**src/rtl/core/sttok_pkg.sv**
```systemverilog
// Shared types, character codes and token helpers for the source text tokenizer.
// No dependencies; imported by sttok_step and source_text_tokenizer_core.
package sttok_pkg;

    // Position counter width; the reported position has the same width, and the counter saturates at POS_MAX
    localparam int POS_W     = 16;
    localparam int LEN_W     = 16;
    localparam int MAX_NEST  = 8;
    localparam int DEPTH_W   = $clog2(MAX_NEST + 1);
    localparam int STK_IW    = $clog2(MAX_NEST);
    // One result slot per open comment covers the end-of-text flush
    localparam int BATCH     = MAX_NEST;
    localparam int BIDX_W    = $clog2(BATCH);
    localparam int BCNT_W    = $clog2(BATCH + 1);

    localparam logic [POS_W-1:0] POS_MAX = {POS_W{1'b1}};
    localparam logic [LEN_W-1:0] LEN_MAX = {LEN_W{1'b1}};

    localparam logic [7:0] CH_NL    = 8'h0A;
    localparam logic [7:0] CH_TAB   = 8'h09;
    localparam logic [7:0] CH_SPACE = 8'h20;
    localparam logic [7:0] CH_SEMI  = 8'h3B;
    localparam logic [7:0] CH_PLUS  = 8'h2B;
    localparam logic [7:0] CH_MINUS = 8'h2D;
    localparam logic [7:0] CH_STAR  = 8'h2A;
    localparam logic [7:0] CH_PIPE  = 8'h7C;
    localparam logic [7:0] CH_SLASH = 8'h2F;
    localparam logic [7:0] CH_QUOTE = 8'h22;
    localparam logic [7:0] CH_DOT   = 8'h2E;
    localparam logic [7:0] CH_ZERO  = 8'h30;
    localparam logic [7:0] CH_NINE  = 8'h39;

    typedef enum logic [3:0] {
        K_END    = 4'd0,
        K_PLUS   = 4'd1,
        K_MINUS  = 4'd2,
        K_STAR   = 4'd3,
        K_PIPE   = 4'd4,
        K_SLASH  = 4'd5,
        K_STRING = 4'd6,
        K_NUMBER = 4'd7,
        K_ERROR  = 4'd8
    } t_kind;

    typedef enum logic [1:0] {
        E_NONE    = 2'd0,
        E_INVALID = 2'd1,
        E_UNTERM  = 2'd2,
        E_DEEP    = 2'd3
    } t_err;

    typedef enum logic [2:0] {
        M_NORMAL = 3'd0,
        M_SLASH  = 3'd1,
        M_LINE   = 3'd2,
        M_BLOCK  = 3'd3,
        M_BSLASH = 3'd4,
        M_BSTAR  = 3'd5,
        M_STRING = 3'd6,
        M_NUMBER = 3'd7
    } t_mode;

    typedef struct packed {
        t_kind             kind;
        t_err              err;
        logic [POS_W-1:0]  pos;
        logic [LEN_W-1:0]  len;
        logic [7:0]        bad;
    } t_tok;

    typedef struct packed {
        t_mode               mode;
        logic [DEPTH_W-1:0]  depth;
        logic [POS_W-1:0]    cnt;
        logic [POS_W-1:0]    start;
        logic [LEN_W-1:0]    len;
        logic                dec;
        logic                prev_end;
    } t_state;

    typedef struct packed {
        logic               en;
        logic [STK_IW-1:0]  idx;
        logic [POS_W-1:0]   val;
    } t_push;

    localparam t_state ST_RESET = '{
        mode:     M_NORMAL,
        depth:    '0,
        cnt:      '0,
        start:    '0,
        len:      '0,
        dec:      1'b0,
        prev_end: 1'b0
    };

    function automatic t_tok mk_tok(t_kind k, t_err e, logic [POS_W-1:0] p,
                                    logic [LEN_W-1:0] l, logic [7:0] b);
        t_tok t;
        t.kind = k;
        t.err  = e;
        t.pos  = p;
        t.len  = l;
        t.bad  = b;
        return t;
    endfunction

endpackage

```
**src/rtl/core/sttok_step.sv**
```systemverilog
// Next-state and token logic for one tokenizer step (one byte or end of text).
// Depends on sttok_pkg; instantiated by source_text_tokenizer_core.
module sttok_step
    import sttok_pkg::*;
(
    input  t_state       i_st,
    input  logic [7:0]   i_char,
    input  logic         i_end,
    output t_state       o_st,
    output t_tok         o_tok0,
    output t_tok         o_tok1,
    output logic [1:0]   o_ntok,
    output logic         o_flush,
    output t_push        o_push
);

    typedef struct packed {
        logic   emit;
        t_mode  mode;
        t_tok   tok;
    } t_scan;

    localparam logic [LEN_W-1:0] LEN_ONE = LEN_W'(1);

    // Scan a byte in normal mode: start a multi-byte token, emit a single one, or emit nothing
    function automatic t_scan scan(logic [7:0] c, logic [POS_W-1:0] p, logic prev);
        t_scan s;
        s.emit = 1'b0;
        s.mode = M_NORMAL;
        s.tok  = mk_tok(K_END, E_NONE, p, LEN_ONE, 8'd0);
        unique case (c)
            CH_SPACE, CH_TAB: ;
            CH_NL, CH_SEMI: s.emit = !prev;
            CH_PLUS:  begin s.emit = 1'b1; s.tok.kind = K_PLUS;  end
            CH_MINUS: begin s.emit = 1'b1; s.tok.kind = K_MINUS; end
            CH_STAR:  begin s.emit = 1'b1; s.tok.kind = K_STAR;  end
            CH_PIPE:  begin s.emit = 1'b1; s.tok.kind = K_PIPE;  end
            CH_SLASH: s.mode = M_SLASH;
            CH_QUOTE: s.mode = M_STRING;
            default: begin
                if (c >= CH_ZERO && c <= CH_NINE) begin
                    s.mode = M_NUMBER;
                end else begin
                    s.emit = 1'b1;
                    s.tok  = mk_tok(K_ERROR, E_INVALID, p, LEN_ONE, c);
                end
            end
        endcase
        return s;
    endfunction

    t_scan             sc;
    logic [POS_W-1:0]  pos;
    logic [LEN_W-1:0]  len_inc;
    logic [DEPTH_W-1:0] depth_dec;
    logic              use_scan;
    logic              scan_second;
    logic              is_digit;

    always_comb begin
        pos       = (i_st.cnt == POS_MAX) ? i_st.cnt : i_st.cnt + POS_W'(1);
        len_inc   = (i_st.len == LEN_MAX) ? i_st.len : i_st.len + LEN_ONE;
        depth_dec = (i_st.depth != '0) ? i_st.depth - DEPTH_W'(1) : i_st.depth;
        is_digit  = (i_char >= CH_ZERO) && (i_char <= CH_NINE);
        // a token emitted ahead of the scan always clears the end-of-statement flag
        sc        = scan(i_char, pos, (i_st.mode == M_NORMAL) ? i_st.prev_end : 1'b0);

        o_st        = i_st;
        o_tok0      = mk_tok(K_END, E_NONE, i_st.start, LEN_ONE, 8'd0);
        o_tok1      = sc.tok;
        o_ntok      = 2'd0;
        o_flush     = 1'b0;
        o_push      = '{en: 1'b0, idx: i_st.depth[STK_IW-1:0], val: i_st.start};
        use_scan    = 1'b0;
        scan_second = 1'b0;

        if (i_end) begin
            unique case (i_st.mode)
                M_SLASH: begin
                    o_tok0.kind = K_SLASH;
                    o_ntok      = 2'd1;
                end
                M_STRING: begin
                    o_tok0.kind = K_ERROR;
                    o_tok0.err  = E_UNTERM;
                    o_ntok      = 2'd1;
                end
                M_NUMBER: begin
                    o_tok0.kind = K_NUMBER;
                    o_tok0.len  = i_st.len;
                    o_ntok      = 2'd1;
                end
                M_BLOCK, M_BSLASH, M_BSTAR: o_flush = 1'b1;
                M_NORMAL, M_LINE: ;
            endcase
            o_st = ST_RESET;
        end else begin
            o_st.cnt = pos;
            unique case (i_st.mode)
                M_NORMAL: use_scan = 1'b1;
                M_SLASH: begin
                    if (i_char == CH_SLASH) begin
                        o_st.mode = M_LINE;
                    end else if (i_char == CH_STAR) begin
                        o_st.mode  = M_BLOCK;
                        o_st.depth = DEPTH_W'(1);
                        o_push     = '{en: 1'b1, idx: '0, val: i_st.start};
                    end else begin
                        o_tok0.kind = K_SLASH;
                        o_ntok      = 2'd1;
                        use_scan    = 1'b1;
                        scan_second = 1'b1;
                    end
                end
                M_LINE: begin
                    if (i_char == CH_NL) o_st.mode = M_NORMAL;
                end
                M_BLOCK: begin
                    if (i_char == CH_SLASH) begin
                        o_st.mode  = M_BSLASH;
                        o_st.start = pos;
                    end else if (i_char == CH_STAR) begin
                        o_st.mode = M_BSTAR;
                    end
                end
                M_BSLASH: begin
                    if (i_char == CH_STAR) begin
                        if (i_st.depth < DEPTH_W'(MAX_NEST)) begin
                            o_push.en  = 1'b1;
                            o_st.depth = i_st.depth + DEPTH_W'(1);
                        end else begin
                            o_tok0.kind = K_ERROR;
                            o_tok0.err  = E_DEEP;
                            o_ntok      = 2'd1;
                        end
                        o_st.mode = M_BLOCK;
                    end else if (i_char == CH_SLASH) begin
                        o_st.start = pos;
                    end else begin
                        o_st.mode = M_BLOCK;
                    end
                end
                M_BSTAR: begin
                    if (i_char == CH_SLASH) begin
                        o_st.depth = depth_dec;
                        o_st.mode  = (depth_dec == '0) ? M_NORMAL : M_BLOCK;
                    end else if (i_char != CH_STAR) begin
                        o_st.mode = M_BLOCK;
                    end
                end
                M_STRING: begin
                    if (i_char == CH_QUOTE) begin
                        o_tok0.kind = K_STRING;
                        o_tok0.len  = i_st.len;
                        o_ntok      = 2'd1;
                        o_st.mode   = M_NORMAL;
                    end else if (i_char == CH_NL) begin
                        o_tok0.kind = K_ERROR;
                        o_tok0.err  = E_UNTERM;
                        o_ntok      = 2'd1;
                        o_st.mode   = M_NORMAL;
                    end else begin
                        o_st.len = len_inc;
                    end
                end
                M_NUMBER: begin
                    if (is_digit) begin
                        o_st.len = len_inc;
                    end else if (i_char == CH_DOT && !i_st.dec) begin
                        o_st.dec = 1'b1;
                        o_st.len = len_inc;
                    end else begin
                        o_tok0.kind = K_NUMBER;
                        o_tok0.len  = i_st.len;
                        o_ntok      = 2'd1;
                        use_scan    = 1'b1;
                        scan_second = 1'b1;
                    end
                end
            endcase

            if (use_scan) begin
                o_st.mode = sc.mode;
                unique case (sc.mode)
                    M_SLASH: o_st.start = pos;
                    M_STRING: begin
                        o_st.start = pos;
                        o_st.len   = '0;
                    end
                    M_NUMBER: begin
                        o_st.start = pos;
                        o_st.len   = LEN_ONE;
                        o_st.dec   = 1'b0;
                    end
                    default: ;
                endcase
                if (sc.emit) begin
                    if (scan_second) begin
                        o_ntok = 2'd2;
                    end else begin
                        o_tok0 = sc.tok;
                        o_ntok = 2'd1;
                    end
                end
            end

            // the flag follows the last token emitted
            if (o_ntok == 2'd2) begin
                o_st.prev_end = (o_tok1.kind == K_END);
            end else if (o_ntok == 2'd1) begin
                o_st.prev_end = (o_tok0.kind == K_END);
            end
        end
    end

endmodule

```
**src/rtl/core/source_text_tokenizer_core.sv**
```systemverilog
// Streaming source tokenizer: one byte or end-of-text marker in, tokens out.
// Depends on sttok_pkg and sttok_step.
//
// One byte is taken per cycle into an input register while o_stall is low;
// the step logic updates the lexer state and loads the tokens that byte
// completes into a registered result buffer that drives the output port.
// Bytes that complete no token or one token run at one per cycle while the
// output is not stalled. A byte that completes two tokens, or an end-of-text
// marker that closes several open comments (one result per open comment),
// keeps the output busy until all its results are delivered, since the output
// port delivers one token per cycle when not stalled; the next byte with
// results waits in the input register until the last of them is being taken.
// A stall on the output holds the result buffer and, once a byte with
// results is waiting, the input.
module source_text_tokenizer_core
    import sttok_pkg::*;
(
    input  logic                i_clk,
    input  logic                i_rst_n,
    input  logic                i_valid,
    output logic                o_stall,
    input  logic [7:0]          i_char_in,
    input  logic                i_end_of_text,
    output logic                o_valid,
    input  logic                i_stall,
    output logic [3:0]          o_token_kind,
    output logic [1:0]          o_error_kind,
    output logic [15:0]         o_position,
    output logic [15:0]         o_lexeme_length,
    output logic [7:0]          o_bad_char,
    output logic                o_last
);

    logic               r_v;
    logic [7:0]         r_char;
    logic               r_end;
    t_state             r_st;
    t_state             n_st;
    logic [POS_W-1:0]   r_stack [MAX_NEST];
    t_tok               r_slot [BATCH];
    t_tok               n_slot [BATCH];
    logic [BCNT_W-1:0]  r_cnt;
    logic [BIDX_W-1:0]  r_idx;

    t_tok               tok0;
    t_tok               tok1;
    logic [1:0]         ntok;
    logic               flush;
    t_push              push;
    logic [BCNT_W-1:0]  n_res;
    logic               batch_free;
    logic               adv;
    logic               out_xfer;
    t_tok               cur;

    sttok_step u_step (
        .i_st    (r_st),
        .i_char  (r_char),
        .i_end   (r_end),
        .o_st    (n_st),
        .o_tok0  (tok0),
        .o_tok1  (tok1),
        .o_ntok  (ntok),
        .o_flush (flush),
        .o_push  (push)
    );

    always_comb begin
        n_res      = flush ? BCNT_W'(r_st.depth) : BCNT_W'(ntok);
        out_xfer   = o_valid && !i_stall;
        batch_free = (r_cnt == '0) || ((r_cnt == BCNT_W'(1)) && !i_stall);
        // a byte with no results never waits on the output
        adv        = r_v && ((n_res == '0) || batch_free);
        o_stall    = r_v && !adv;

        for (int i = 0; i < BATCH; i++) begin
            if (flush) begin
                n_slot[i] = mk_tok(K_ERROR, E_UNTERM, r_stack[i], LEN_W'(1), 8'd0);
            end else if (i == 0) begin
                n_slot[i] = tok0;
            end else begin
                n_slot[i] = tok1;
            end
        end
    end

    always_ff @(posedge i_clk) begin
        if (!i_rst_n) begin
            r_v   <= 1'b0;
            r_st  <= ST_RESET;
            r_cnt <= '0;
            r_idx <= '0;
        end else begin
            if (!o_stall) r_v <= i_valid;
            if (adv) r_st <= n_st;
            if (adv && (n_res != '0)) begin
                r_cnt <= n_res;
                r_idx <= '0;
            end else if (out_xfer) begin
                r_cnt <= r_cnt - BCNT_W'(1);
                r_idx <= r_idx + BIDX_W'(1);
            end
        end
    end

    always_ff @(posedge i_clk) begin
        if (!o_stall) begin
            r_char <= i_char_in;
            r_end  <= i_end_of_text;
        end
        if (adv && push.en) r_stack[push.idx] <= push.val;
        if (adv && (n_res != '0)) begin
            for (int i = 0; i < BATCH; i++) r_slot[i] <= n_slot[i];
        end
    end

    assign cur             = r_slot[r_idx];
    assign o_valid         = (r_cnt != '0);
    assign o_last          = (r_cnt == BCNT_W'(1));
    assign o_token_kind    = cur.kind;
    assign o_error_kind    = cur.err;
    assign o_position      = cur.pos;
    assign o_lexeme_length = cur.len;
    assign o_bad_char      = cur.bad;

`ifndef NO_ASSERTIONS
    a_depth_max: assert property (@(posedge i_clk) disable iff (!i_rst_n)
        r_st.depth <= DEPTH_W'(MAX_NEST))
        else $error("comment depth above limit");

    a_block_open: assert property (@(posedge i_clk) disable iff (!i_rst_n)
        (r_st.mode == M_BLOCK || r_st.mode == M_BSLASH || r_st.mode == M_BSTAR)
        |-> r_st.depth != '0)
        else $error("block comment mode with no open comment");

    a_batch_cont: assert property (@(posedge i_clk) disable iff (!i_rst_n)
        (o_valid && !i_stall && !o_last) |=> o_valid)
        else $error("result batch ended before its last transaction");

    a_pos_nonzero: assert property (@(posedge i_clk) disable iff (!i_rst_n)
        o_valid |-> o_position != '0)
        else $error("token position is zero");
`endif

endmodule
```
**config.mk**
```make
export PLATFORM = sky130hd
export DESIGN_NAME = source_text_tokenizer_core
export DESIGN_NICKNAME = d
export VERILOG_FILES = /design/src/rtl/core/sttok_pkg.sv /design/src/rtl/core/sttok_step.sv /design/src/rtl/core/source_text_tokenizer_core.sv
export SDC_FILE = /design/constraint.sdc
export NUM_CORES = 1
export LEC_CHECK = 0
export ABC_CLOCK_PERIOD_IN_PS = 26700
export BUFFER_PORTS_ARGS = -buffer_cell sky130_fd_sc_hd__buf_2
export CAP_MARGIN = 30
export CORE_MARGIN = 3
export CORE_UTILIZATION = 62
export CTS_CLUSTER_DIAMETER = 150
export CTS_CLUSTER_SIZE = 8
export DETAILED_ROUTE_END_ITERATION = 10
export PLACE_DENSITY = 0.87
export SYNTH_ARGS = -nofsm -noshare
export SYNTH_HDL_FRONTEND = slang
export SYNTH_SLANG_ARGS = --single-unit
```
**constraint.sdc**
```tcl
create_clock -name i_clk -period 26.7 [get_ports i_clk]
set_input_delay 1.335 -clock i_clk [delete_from_list [all_inputs] [get_ports i_clk]]
set_output_delay 1.335 -clock i_clk [all_outputs]
set_load 0.1 [all_outputs]
```
### Word-level counts from Yosys, hierarchy flattened

Memory sizes are Yosys's and may differ from the RTL's. A register that Yosys moved wholly into a read port is not among the register bits.
Index checks and enable logic that the tools add are counted.

* add/sub/neg operators: 6
* order comparisons: 3
* equal/unequal tests: 36
* mux-type cells: 121
* bitwise logic cells: 1
* reduce and logical (&&, ||, !) cells: 40

Operator list (count)
* 46-bit two-way mux: 13
* 16-bit two-way mux: 14
* 16-bit one-hot mux with 2 select lines: 4
* 8-bit by 6-bit == test with 1-bit output (second input constant): 8
* 20-bit two-way mux: 3
* 57-bit two-way mux: 1
* 3-bit two-way mux: 15
* 4-bit two-way mux: 11
* 42-bit two-way mux: 1
* 33-bit two-way mux: 1
* 16-bit by 1-bit adder with 16-bit output (second input constant): 2
* 16-bit == test (second input constant): 2
* 1-bit two-way mux: 27
* 6-bit two-way mux: 4
* 4-bit one-hot mux with 3 select lines: 2
* 2-bit two-way mux: 11
* 4-bit logical NOT: 5
* 4-bit one-hot mux with 5 select lines: 1
* 19-bit two-way mux: 1
* 3-bit == test (second input constant): 6
* 3-bit one-hot mux with 6 select lines: 1
* 17-bit two-way mux: 1
* 8-bit by 4-bit == test with 1-bit output (second input constant): 2
* 4-bit one-hot mux with 4 select lines: 1
* 42 further kinds: 70

* flip-flop bits (word level): 74
* RAM bits: 496
* bits of input ports: 13
* output and inout port bits: 49
* logic and storage cells: 221
* memories: 2

Memories
* r_slot: depth 8, width 46, read ports 1, clocked after memory_dff 1, write ports 8, RTL line source_text_tokenizer_core.sv:40 `t_tok r_slot [BATCH];`
* r_stack: depth 8, width 16, read ports 8, clocked after memory_dff 0, write ports 1, RTL line source_text_tokenizer_core.sv:39 `logic [POS_W-1:0] r_stack [MAX_NEST];`

### Logic depth before layout (Yosys ltp)

Gate-level depths: netlist of the first run.

* depth after elaboration: 18
* depth in mapped cells: 13
* mapped depth without buffers: 10

### Cells and area by module

Synthesis of the first run repeated with hierarchy kept, for this count alone.

* cell total of the unflattened synthesis: 1606
* area total of the unflattened synthesis: 18738.0 um^2

By module, submodules not included
* source_text_tokenizer_core: times used 1, cells an instance 1082, area an instance 15215.8 um^2, seq. area each 11120.7 um^2
* sttok_step: times used 1, cells an instance 524, area an instance 3522.1 um^2, seq. area each 0.0 um^2

### Worst setup path after synthesis of the first run

No wires, ideal clock.

* kind: flip-flop to flip-flop
* from: reg r_char[4]
* to: reg r_cnt[3]
* library setup time: 0.128 ns
* arrival time: 8.227 ns
* slack: 18.346 ns
* stages on the path, launching flop included: 12
* buffers on the path: 3
* clock period less this slack: 8.354 ns
* path through: edfxtp_1 > or4b_4 > or3_1 > buf_2 > o2111a_2 > or2_1 > buf_6 > a221o_1 > buf_2 > a21oi_2 > o22a_1 > nor2_1

* longest elaborated chain between the ends: 17

RTL lines
* start, declared: RTL line source_text_tokenizer_core.sv:35 `logic [7:0] r_char;`
* start signal, assigned: RTL line source_text_tokenizer_core.sv:108 `r_char <= i_char_in;`
* parallel branches: the longest is 8 deep, another holds 8-bit by 6-bit greater-or-equal comparator with 1-bit output
* 2-bit two-way mux (*): RTL line sttok_step.sv:182 `if (use_scan) begin`
* 2-bit two-way mux (*) (2 in series): RTL line sttok_step.sv:77 `if (i_end) begin`
* 4-bit two-way mux (*): RTL line source_text_tokenizer_core.sv:69 `n_res = flush ? BCNT_W'(r_st.depth) : BCNT_W'(ntok);`
* 4-bit logical NOT: RTL line source_text_tokenizer_core.sv:73 `adv = r_v && ((n_res == '0) || batch_free);`
* 1-bit logical OR: RTL line source_text_tokenizer_core.sv:73
* 1-bit logical AND: RTL line source_text_tokenizer_core.sv:73
* 1-bit logical AND (*): RTL line source_text_tokenizer_core.sv:96 `if (adv && (n_res != '0)) begin`
* 4-bit two-way mux or 2-bit nonzero test (tied branches)
* end signal, assigned: RTL line source_text_tokenizer_core.sv:97 `r_cnt <= n_res;`
* end signal, assigned: RTL line source_text_tokenizer_core.sv:100 `r_cnt <= r_cnt - BCNT_W'(1);`
* end, declared: RTL line source_text_tokenizer_core.sv:42 `logic [BCNT_W-1:0] r_cnt;`

Every way passes the cells marked *. The select of a mux whose other input is x is not followed.
A chain may end at the register's enable or synchronous reset.

### Worst setup path after layout of the first run

* from: reg r_st[55] in the netlist's numbering
* to: out o_stall

* longest elaborated chain between the ends: 14

RTL lines
* start, declared: RTL line source_text_tokenizer_core.sv:37 `t_state r_st;`
* start signal, assigned: RTL line source_text_tokenizer_core.sv:95 `if (adv) r_st <= n_st;`
* 3-bit == test, or another cell as far along: RTL line sttok_step.sv:78, sttok_step.sv:99
* 1-bit one-hot mux with 2 select lines or 1-bit two-way mux (tied branches): RTL line sttok_step.sv:99, sttok_step.sv:66
* 1-bit two-way mux or 1-bit logical NOT (tied branches): RTL line sttok_step.sv:77, sttok_step.sv:33
* 2-bit two-way mux or 1-bit one-hot mux with 3 select lines (tied branches): RTL line sttok_step.sv:198, sttok_step.sv:31
* 2-bit two-way mux: RTL line sttok_step.sv:197 `if (sc.emit) begin`
* 2-bit two-way mux: RTL line sttok_step.sv:182
* 2-bit two-way mux (2 in series): RTL line sttok_step.sv:77
* 4-bit two-way mux (*): RTL line source_text_tokenizer_core.sv:69
* 4-bit logical NOT (*): RTL line source_text_tokenizer_core.sv:73
* 1-bit logical OR (*): RTL line source_text_tokenizer_core.sv:73
* 1-bit logical AND (*): RTL line source_text_tokenizer_core.sv:73
* 1-bit logical NOT (*): RTL line source_text_tokenizer_core.sv:74 `o_stall = r_v && !adv;`
* 1-bit logical AND (*): RTL line source_text_tokenizer_core.sv:74
* end, declared: RTL line source_text_tokenizer_core.sv:21 `output logic o_stall,`

Mark *: on every way between the ends. The rest lies on a longest branch, timed or not. The select of a mux whose other input is x is not followed.

==> results of run 1 <==
==> critical path, cell delays in order, from the launching register on <==
cell and delay (ps):
sky130_fd_sc_hd__dfxtp_1 780, sky130_fd_sc_hd__nand2_1 420, sky130_fd_sc_hd__o32ai_1 900, sky130_fd_sc_hd__a211oi_1 290, sky130_fd_sc_hd__a221o_1 520, sky130_fd_sc_hd__nand2_1 140, sky130_fd_sc_hd__and3_1 220, sky130_fd_sc_hd__buf_2 450
==> where the power goes <==
group | internal (mW) | switching, mW | leakage (nW)
combinational | 0.117 | 0.374 | 2.41
clock | 0.376 | 0.235 | 0.726
sequential | 0.681 | 0.0188 | 3.37
==> layout make-up <==
class / instances / area share, %
Inverter: 20 / 0.400
Sequential cell: 377 / 56.7
Multi-Input combinational cell: 792 / 29.7
Tap cell: 335 / 2.23
Clock buffer: 96 / 8.04
Timing Repair Buffer: 86 / 2.73
Clock inverter: 2 / 0.133
==> through the flow <==
stage	hold WS, ps	total power [mW]	util (%)	area (µm²)	std cells
floorplan	440	1.12	-	16600	1270
global placement	461	1.19	65.6	17200	1609
detailed placement	472	1.20	65.6	17200	1609
CTS	480	1.81	71.5	18700	1707
global route	511	1.86	71.6	18800	1708
finish	476	1.80	71.6	18800	1708
==> state kept, by name, summed over array words and instances, names as in the netlist, named ones only <==
register and count:
r_char 8, r_idx 3, r_st 57, r_end 1, r_cnt 4, r_stack 128
r_v 1, r_slot 172
==> cells by family (layout without fill, tap and decap cells) <==
family          Yosys count  after routing  share of synthesized area (%)
compound gates          332            332                           13.8
xor+xnor                 16             16                          0.844
fa+ha+maj                 7              7                          0.527
buf+inv                 101            204                           2.52
flops                   377            377                           64.1
mux                      72             72                           7.01
simple gates            365            365                           11.2
==> final timing paths <==
path | from | to | cells after the start
worst max-delay path | r_st[55] | o_stall | 7
worst min-delay path | r_st[43] | r_st[43] | 2
worst max register to register | r_char[4] | r_stack[0][10] | 9
worst min register to register | r_st[43] | r_st[43] | 2
==> cells in the final DEF, fill, tap and decap left out, types with 6 or more instances in the layout <==
| cell type | instances |
|---|---|
| sky130_fd_sc_hd__o2bb2ai_1 | 14 |
| sky130_fd_sc_hd__nor2b_1 | 16 |
| sky130_fd_sc_hd__clkbuf_1 | 42 |
| sky130_fd_sc_hd__and2_1 | 40 |
| sky130_fd_sc_hd__nand2_1 | 94 |
| sky130_fd_sc_hd__a31oi_1 | 10 |
| sky130_fd_sc_hd__nor3_1 | 21 |
| sky130_fd_sc_hd__nand2b_1 | 11 |
| sky130_fd_sc_hd__ha_1 | 7 |
| sky130_fd_sc_hd__dfxtp_1 | 67 |
| sky130_fd_sc_hd__a22oi_1 | 6 |
| sky130_fd_sc_hd__inv_1 | 19 |
| sky130_fd_sc_hd__a21oi_1 | 63 |
| sky130_fd_sc_hd__and3_1 | 9 |
| sky130_fd_sc_hd__o21a_1 | 78 |
| sky130_fd_sc_hd__a21o_1 | 42 |
| sky130_fd_sc_hd__edfxtp_1 | 309 |
| sky130_fd_sc_hd__buf_4 | 24 |
| sky130_fd_sc_hd__o22ai_1 | 11 |
| sky130_fd_sc_hd__o221a_2 | 8 |
| sky130_fd_sc_hd__or3_1 | 16 |
| sky130_fd_sc_hd__o21ai_0 | 49 |
| sky130_fd_sc_hd__buf_2 | 61 |
| sky130_fd_sc_hd__or4_1 | 8 |
| sky130_fd_sc_hd__clkbuf_16 | 54 |
| sky130_fd_sc_hd__xnor2_1 | 8 |
| sky130_fd_sc_hd__mux4_2 | 32 |
| sky130_fd_sc_hd__mux2i_1 | 6 |
| sky130_fd_sc_hd__o211ai_1 | 7 |
| sky130_fd_sc_hd__mux2_2 | 34 |
| sky130_fd_sc_hd__nand4_1 | 12 |
| sky130_fd_sc_hd__xor2_1 | 8 |
| sky130_fd_sc_hd__nand3_1 | 25 |
| sky130_fd_sc_hd__a211oi_1 | 6 |
| sky130_fd_sc_hd__nor2_1 | 78 |
==> metal layers <==
layer  track usage [%]  wire length (µm)
met2              44.8             19300
met3              4.24              2690
met1              35.7             15400
met5                 0                 0
met4              9.07              1180
==> flow_summary.html, run 1 <==
<table>
<tr><th>Metric</th><th>Value</th></tr>
<tr><th colspan="2">Final layout</th></tr>
<tr><td>Multi-input logic area</td><td>5580 µm²</td></tr>
<tr><td>N_diodes</td><td>0</td></tr>
<tr><td>NumNets Final</td><td>1,350</td></tr>
<tr><td>Layout fillers</td><td>approximately 1.7k</td></tr>
<tr><td>Layout area overhead</td><td>13.0%</td></tr>
<tr><td>Area used by sequential logic in the layout</td><td>10,600 µm²</td></tr>
<tr><td>Fraction of final layout cells with drive strength greater than 1</td><td>17.5%</td></tr>
<tr><th colspan="2">Route</th></tr>
<tr><td>DRT Pass-1 Iters</td><td>6</td></tr>
<tr><td>Vias/cell</td><td>6.46</td></tr>
<tr><td>Detail Route Antenna Nets</td><td>0</td></tr>
<tr><td>Post-route DRC violation count</td><td>0</td></tr>
<tr><td>DRC violation total after the first TritonRoute iteration</td><td>1,290</td></tr>
<tr><td>Wirelength, routed</td><td>38.6 mm</td></tr>
<tr><td>Routed length per placed instance</td><td>22.6 µm</td></tr>
<tr><td>Total number of vias</td><td>11.0k</td></tr>
<tr><th colspan="2">Timing</th></tr>
<tr><td>Finish-stage setup viols</td><td>0</td></tr>
<tr><td>Timing-limited maximum frequency</td><td>178 MHz</td></tr>
<tr><td>Measured slew at the worst slew-check pin</td><td>1040 ps</td></tr>
<tr><td>Largest clock skew in the final design</td><td>15.1 ps</td></tr>
<tr><td>Tightest slew margin relative to the limit</td><td>30.2%</td></tr>
<tr><td>Final max-slew violation count</td><td>0</td></tr>
<tr><td>Count of endpoints failing hold in the final timing report</td><td>0</td></tr>
<tr><td>Final setup slack of the worst path</td><td>21,100 ps</td></tr>
<tr><td>Unrepaired setup endpoints after global routing</td><td>no</td></tr>
<tr><td>Final period util</td><td>21.0%</td></tr>
<tr><td>Sum Neg Setup Slack</td><td>0 ps</td></tr>
<tr><td>Clock period minus worst slack</td><td>5600 ps</td></tr>
<tr><th colspan="2">Floorplan</th></tr>
<tr><td>Initial core utilization</td><td>63.4%</td></tr>
<tr><td>I/O pin count</td><td>between 60 and 70</td></tr>
<tr><td>Total die area</td><td>28,800 µm²</td></tr>
<tr><td># rows</td><td>59</td></tr>
<tr><td>Horizontal extent of the die</td><td>approximately 170 µm</td></tr>
<tr><td>Core region area</td><td>26,200 µm²</td></tr>
<tr><td>Vertical die dimension</td><td>~170 µm</td></tr>
<tr><th colspan="2">Critical path</th></tr>
<tr><td>Setup Crit Path Kind</td><td>reg -&gt; out</td></tr>
<tr><td>Data arrival, critical path</td><td>4270 ps</td></tr>
<tr><td>Critical Path Fanout Max</td><td>22</td></tr>
<tr><td>CP Capture Type</td><td>primary output</td></tr>
<tr><td>CP startpoint kind</td><td>flip-flop</td></tr>
<tr><td>R2R setup slack</td><td>21,580 ps</td></tr>
<tr><td>Worst EP required</td><td>25,360 ps</td></tr>
<tr><th colspan="2">CTS</th></tr>
<tr><td>Number of sinks driven by the clock tree</td><td>between 300 and 400</td></tr>
<tr><td>H-tree depth</td><td>2</td></tr>
<tr><td>Clock-pin slew reported for the worst setup and hold paths after clock tree synthesis</td><td>60 ps</td></tr>
<tr><td>CTS tree</td><td>yes</td></tr>
<tr><td>CTS hold repair buffers</td><td>0</td></tr>
<tr><td>Cts bufs inserted</td><td>53</td></tr>
<tr><td>Clock Tree Root</td><td>sky130_fd_sc_hd__clkbuf_16</td></tr>
<tr><td>Longest Clk Path Bufs</td><td>3</td></tr>
<tr><td>Number of buffers inserted by post-CTS setup repair</td><td>0</td></tr>
<tr><td>Post-cts repair resize count</td><td>0</td></tr>
<tr><td>Clock latency reported for the late side of the worst-skew pair</td><td>540 ps</td></tr>
<tr><th colspan="2">GRT</th></tr>
<tr><td>Wire length of the first global-routing pass</td><td>60.4 mm</td></tr>
<tr><td>Remaining Overflow, GRT</td><td>0</td></tr>
<tr><td>Initial antenna violation count</td><td>0</td></tr>
<tr><td>Total routing resource utilization after global routing</td><td>26.6%</td></tr>
<tr><td>Maximum number of pins on one net before global-route repair</td><td>88</td></tr>
<tr><td>Via count of the first global-routing pass</td><td>between 10k and 15k</td></tr>
<tr><th colspan="2">Yosys</th></tr>
<tr><td>Synth cell types</td><td>74</td></tr>
<tr><td>Share of Yosys cell area claimed by the top area cell type</td><td>55.9%</td></tr>
<tr><td>Most instantiated cells after synthesis</td><td>sky130_fd_sc_hd__edfxtp_1 (309), sky130_fd_sc_hd__nand2_1 (95), sky130_fd_sc_hd__nor2_1 (78), sky130_fd_sc_hd__o21a_1 (78), sky130_fd_sc_hd__dfxtp_1 (68)</td></tr>
<tr><td>Register bit count reported by yosys</td><td>377</td></tr>
<tr><td>Library cell occupying the most area in the post-synthesis netlist</td><td>sky130_fd_sc_hd__edfxtp_1</td></tr>
<tr><td>Top cells by area, synth</td><td>sky130_fd_sc_hd__edfxtp_1 (56%), sky130_fd_sc_hd__dfxtp_1 (8.2%), sky130_fd_sc_hd__mux4_2 (4.3%)</td></tr>
<tr><td>Sequential area share after synthesis</td><td>~64%</td></tr>
<tr><td>Warnings, synthesis</td><td>0</td></tr>
<tr><td>Most repeated cell in the gate-level netlist after synthesis</td><td>sky130_fd_sc_hd__edfxtp_1</td></tr>
<tr><td>Mapped Area</td><td>16,600 µm²</td></tr>
<tr><td>Synth async-reset ratio</td><td>0%</td></tr>
<tr><td>Syn Inst Count</td><td>1,270</td></tr>
<tr><td>Mean instance size in the synthesized netlist</td><td>13.1 µm²</td></tr>
<tr><td>Main flop type after synthesis</td><td>sky130_fd_sc_hd__edfxtp_1</td></tr>
<tr><td>Mapped Nets</td><td>1,290</td></tr>
<tr><td>Number of enable flip-flop cells after synthesis</td><td>309</td></tr>
<tr><th colspan="2">Power</th></tr>
<tr><td>Leakage component of the power</td><td>6.51 nW</td></tr>
<tr><td>Areal power density over the cells</td><td>96.1 nW/µm²</td></tr>
<tr><td>IR drop worst, VDD</td><td>0.104 mV</td></tr>
<tr><th colspan="2">Placement</th></tr>
<tr><td>Number of port buffers</td><td>just over 60</td></tr>
<tr><td>RePlAce Congestion</td><td>around 0.9</td></tr>
<tr><td>Placed wire-length estimate after detailed placement</td><td>~23 mm</td></tr>
<tr><td>Setup slack after placement</td><td>21,840 ps</td></tr>
<tr><th colspan="2">Flow run</th></tr>
<tr><td>Max-Cap Viols</td><td>0</td></tr>
<tr><th colspan="2">Outcome</th></tr>
<tr><td>Run status</td><td>complete, no violations</td></tr>
<tr><th colspan="2">Hold path</th></tr>
<tr><td>Path category of the worst min-delay check</td><td>reg -&gt; reg</td></tr>
</table>
Power figures use the tool's default switching activity.
==> inputs of run 2 (changes only) <==
- ABC_CLOCK_PERIOD_IN_PS: 26700 -> 5200
- clock period: 26.7 -> 5.2 ns (I/O delays scaled with it)
==> flow_summary.html, run 2 (synthesis gave the netlist of run 1 again) <==
<table>
<tr><th>Metric</th><th>Value</th></tr>
<tr><th colspan="2">Outcome</th></tr>
<tr><td>Run status</td><td>complete, no violations</td></tr>
<tr><th colspan="2">Placement</th></tr>
<tr><td>RePlAce Congestion</td><td>0.937</td></tr>
<tr><td>Number of port buffers</td><td>61</td></tr>
<tr><td>Total placed cells including tap cells</td><td>between 1.5k and 2k</td></tr>
<tr><td>Placed wire-length estimate after detailed placement</td><td>23.2 mm</td></tr>
<tr><td>Setup slack after placement</td><td>between 1000 and 1500 ps</td></tr>
<tr><td>Cell area reported after detailed placement</td><td>17,300 µm²</td></tr>
<tr><th colspan="2">Timing</th></tr>
<tr><td>Measured slew at the worst slew-check pin</td><td>979 ps</td></tr>
<tr><td>Final max-slew violation count</td><td>0</td></tr>
<tr><td>Clock period minus worst slack</td><td>about 4300 ps</td></tr>
<tr><td>Sum Neg Setup Slack</td><td>0 ps</td></tr>
<tr><td>Timing-limited maximum frequency</td><td>232 MHz</td></tr>
<tr><td>Hold slack</td><td>198 ps</td></tr>
<tr><td>Unrepaired setup endpoints after global routing</td><td>no</td></tr>
<tr><td>Largest clock skew in the final design</td><td>22.0 ps</td></tr>
<tr><td>Final period util</td><td>a little over 80%</td></tr>
<tr><td>Final setup slack of the worst path</td><td>a little under 900 ps</td></tr>
<tr><td>Finish-stage setup viols</td><td>0</td></tr>
<tr><td>Tightest slew margin relative to the limit</td><td>34.2%</td></tr>
<tr><td>Count of endpoints failing hold in the final timing report</td><td>0</td></tr>
<tr><th colspan="2">Floorplan</th></tr>
<tr><td>Horizontal extent of the die</td><td>170 µm</td></tr>
<tr><td>Total die area</td><td>28,800 µm²</td></tr>
<tr><td># rows</td><td>59</td></tr>
<tr><td>Core region area</td><td>26,200 µm²</td></tr>
<tr><td>I/O pin count</td><td>62</td></tr>
<tr><td>Initial core utilization</td><td>63.4%</td></tr>
<tr><td>Vertical die dimension</td><td>about 170 µm</td></tr>
<tr><th colspan="2">GRT</th></tr>
<tr><td>Initial antenna violation count</td><td>0</td></tr>
<tr><td>Via count of the first global-routing pass</td><td>~11k</td></tr>
<tr><td>Remaining Overflow, GRT</td><td>0</td></tr>
<tr><td>Wire length of the first global-routing pass</td><td>approximately 61 mm</td></tr>
<tr><td>Total routing resource utilization after global routing</td><td>approximately 27%</td></tr>
<tr><td>Maximum number of pins on one net before global-route repair</td><td>96</td></tr>
<tr><th colspan="2">Critical path</th></tr>
<tr><td>CP startpoint kind</td><td>flip-flop</td></tr>
<tr><td>Setup Crit Path Kind</td><td>reg -&gt; out</td></tr>
<tr><td>Critical Path Fanout Max</td><td>8</td></tr>
<tr><td>CP Capture Type</td><td>primary output</td></tr>
<tr><td>Critical Path Max Stage Delay</td><td>620 ps</td></tr>
<tr><td>Launch point of the worst reg-to-reg path</td><td>r_char[6]</td></tr>
<tr><td>R2R setup slack</td><td>1020 ps</td></tr>
<tr><td>Cell with the largest stage delay on the worst path</td><td>sky130_fd_sc_hd__or4b_4</td></tr>
<tr><td>Cells along the critical path</td><td>or4b_4 -&gt; or3_1 -&gt; o2111a_2 -&gt; or2_1 -&gt; a221o_1 -&gt; nand2_1 -&gt; and3_1 -&gt; buf_2</td></tr>
<tr><td>R2r endpoint</td><td>r_stack[5][6]</td></tr>
<tr><td>Worst-case reg-to-reg path depth</td><td>10</td></tr>
<tr><td>Worst EP required</td><td>4940 ps</td></tr>
<tr><td>Data arrival, critical path</td><td>4060 ps</td></tr>
<tr><th colspan="2">Power</th></tr>
<tr><td>Leakage component of the power</td><td>~6.6 nW</td></tr>
<tr><td>Areal power density over the cells</td><td>491 nW/µm²</td></tr>
<tr><td>IR drop worst, VDD</td><td>0.471 mV</td></tr>
<tr><td>Power Total</td><td>9.31 mW</td></tr>
<tr><th colspan="2">Final layout</th></tr>
<tr><td>Commonest cells after routing, fill and taps aside</td><td>sky130_fd_sc_hd__edfxtp_1 (309), sky130_fd_sc_hd__nand2_1 (94), sky130_fd_sc_hd__nor2_1 (78), sky130_fd_sc_hd__o21a_1 (78), sky130_fd_sc_hd__dfxtp_1 (67)</td></tr>
<tr><td>Largest registers ranked by flip-flop count</td><td>r_slot x172, r_stack x128, r_st x57</td></tr>
<tr><td>Register name with the most flops</td><td>r_slot</td></tr>
<tr><td>Multi-input logic area</td><td>5580 µm²</td></tr>
<tr><td>Layout area overhead</td><td>14.1%</td></tr>
<tr><td>Largest register FFs</td><td>172</td></tr>
<tr><td>Final core utilization</td><td>72.3%</td></tr>
<tr><td>N_diodes</td><td>0</td></tr>
<tr><td>Layout fillers</td><td>1,579</td></tr>
<tr><td>Leading cell type in the layout, fill and taps excluded</td><td>sky130_fd_sc_hd__edfxtp_1</td></tr>
<tr><td>Final non-filler cell total</td><td>between 1.5k and 2k</td></tr>
<tr><td>Fraction of final layout cells with drive strength greater than 1</td><td>roughly 18%</td></tr>
<tr><td>Area used by sequential logic in the layout</td><td>10,600 µm²</td></tr>
<tr><td>NumNets Final</td><td>between 1k and 1.5k</td></tr>
<tr><td>Summed area of non-filler cells in the final layout</td><td>around 19,000 µm²</td></tr>
<tr><th colspan="2">Hold path</th></tr>
<tr><td>Path category of the worst min-delay check</td><td>in -&gt; reg</td></tr>
<tr><td>Cell count of the worst hold path</td><td>4</td></tr>
<tr><td>Sink of the worst hold path</td><td>r_cnt[0]</td></tr>
<tr><td>Worst Min Path Start</td><td>i_stall</td></tr>
<tr><th colspan="2">CTS</th></tr>
<tr><td>Clock latency reported for the late side of the worst-skew pair</td><td>~570 ps</td></tr>
<tr><td>H-tree depth</td><td>2</td></tr>
<tr><td>Cts bufs inserted</td><td>53</td></tr>
<tr><td>CTS tree</td><td>yes</td></tr>
<tr><td>Clock-pin slew reported for the worst setup and hold paths after clock tree synthesis</td><td>roughly 50 ps</td></tr>
<tr><td>Number of sinks driven by the clock tree</td><td>377</td></tr>
<tr><td>Clock Tree Root</td><td>sky130_fd_sc_hd__clkbuf_16</td></tr>
<tr><td>Post-cts repair resize count</td><td>0</td></tr>
<tr><td>Longest Clk Path Bufs</td><td>3</td></tr>
<tr><th colspan="2">Route</th></tr>
<tr><td>Routed length per placed instance</td><td>22.3 µm</td></tr>
<tr><td>DRC violation total after the first TritonRoute iteration</td><td>1,341</td></tr>
<tr><td>DRT Pass-1 Iters</td><td>6</td></tr>
<tr><td>Total number of vias</td><td>11.2k</td></tr>
<tr><td>Vias/cell</td><td>between 6 and 7</td></tr>
<tr><td>Post-route DRC violation count</td><td>0</td></tr>
<tr><td>Wirelength, routed</td><td>slightly below 40 mm</td></tr>
<tr><td>Detail Route Antenna Nets</td><td>0</td></tr>
<tr><th colspan="2">Flow run</th></tr>
<tr><td>Max-Cap Viols</td><td>0</td></tr>
</table>
-- run 2: worst max-delay path: cells and delay by family (launching register included) --
family | cells | cell delay, ps
AO/OA/AOI/OAI | 2 | 740
buffers and inverters | 1 | 450
flip-flops | 1 | 470
AND/OR/NAND/NOR | 5 | 1830
-- run 2: repair_timing --
item                                    4_1_cts  5_1_grt
hold buffers                                 10        0
hold endpoints to repair                     10        0
setup buffers                                 0        0
endpoints found under the setup margin        0        0
-- run 2: layout make-up --
class / instances / area share (%)
tap: 335 / 2.21
timing repair buffer: 105 / 3.62
multi-input combinational: 792 / 29.4
sequential: 377 / 56.1
clock inverter: 3 / 0.251
clock buffer: 96 / 7.96
inverter: 20 / 0.396
-- run 2: layer usage --
metal / part of all wire, % / vias up / GRT usage (%)
li1: - / 5017 / -
met1: 39 / 5512 / 36.1
met2: 51 / 533 / 45.1
met3: 7.3 / 96 / 4.82
met4: 2.9 / 0 / 9.39
met5: 0 / - / 0
-- run 2: power breakdown --
| part | switching (mW) | internal [mW] |
|---|---|---|
| registers | 0.129 | 3.50 |
| clock network | 1.25 | 1.94 |
| logic | 1.89 | 0.606 |
-- run 2: how the worst max path moves through the flow --
stage	startpoint	end	slack [ps]
finish	r_char[6]	o_stall	880
floorplan	r_char[6]	r_cnt[0]	-730
CTS	r_char[6]	o_stall	880
global placement	r_char[6]	r_stack[6][6]	1230
global route	r_char[6]	o_stall	710
detailed placement	r_char[6]	r_stack[6][11]	1080
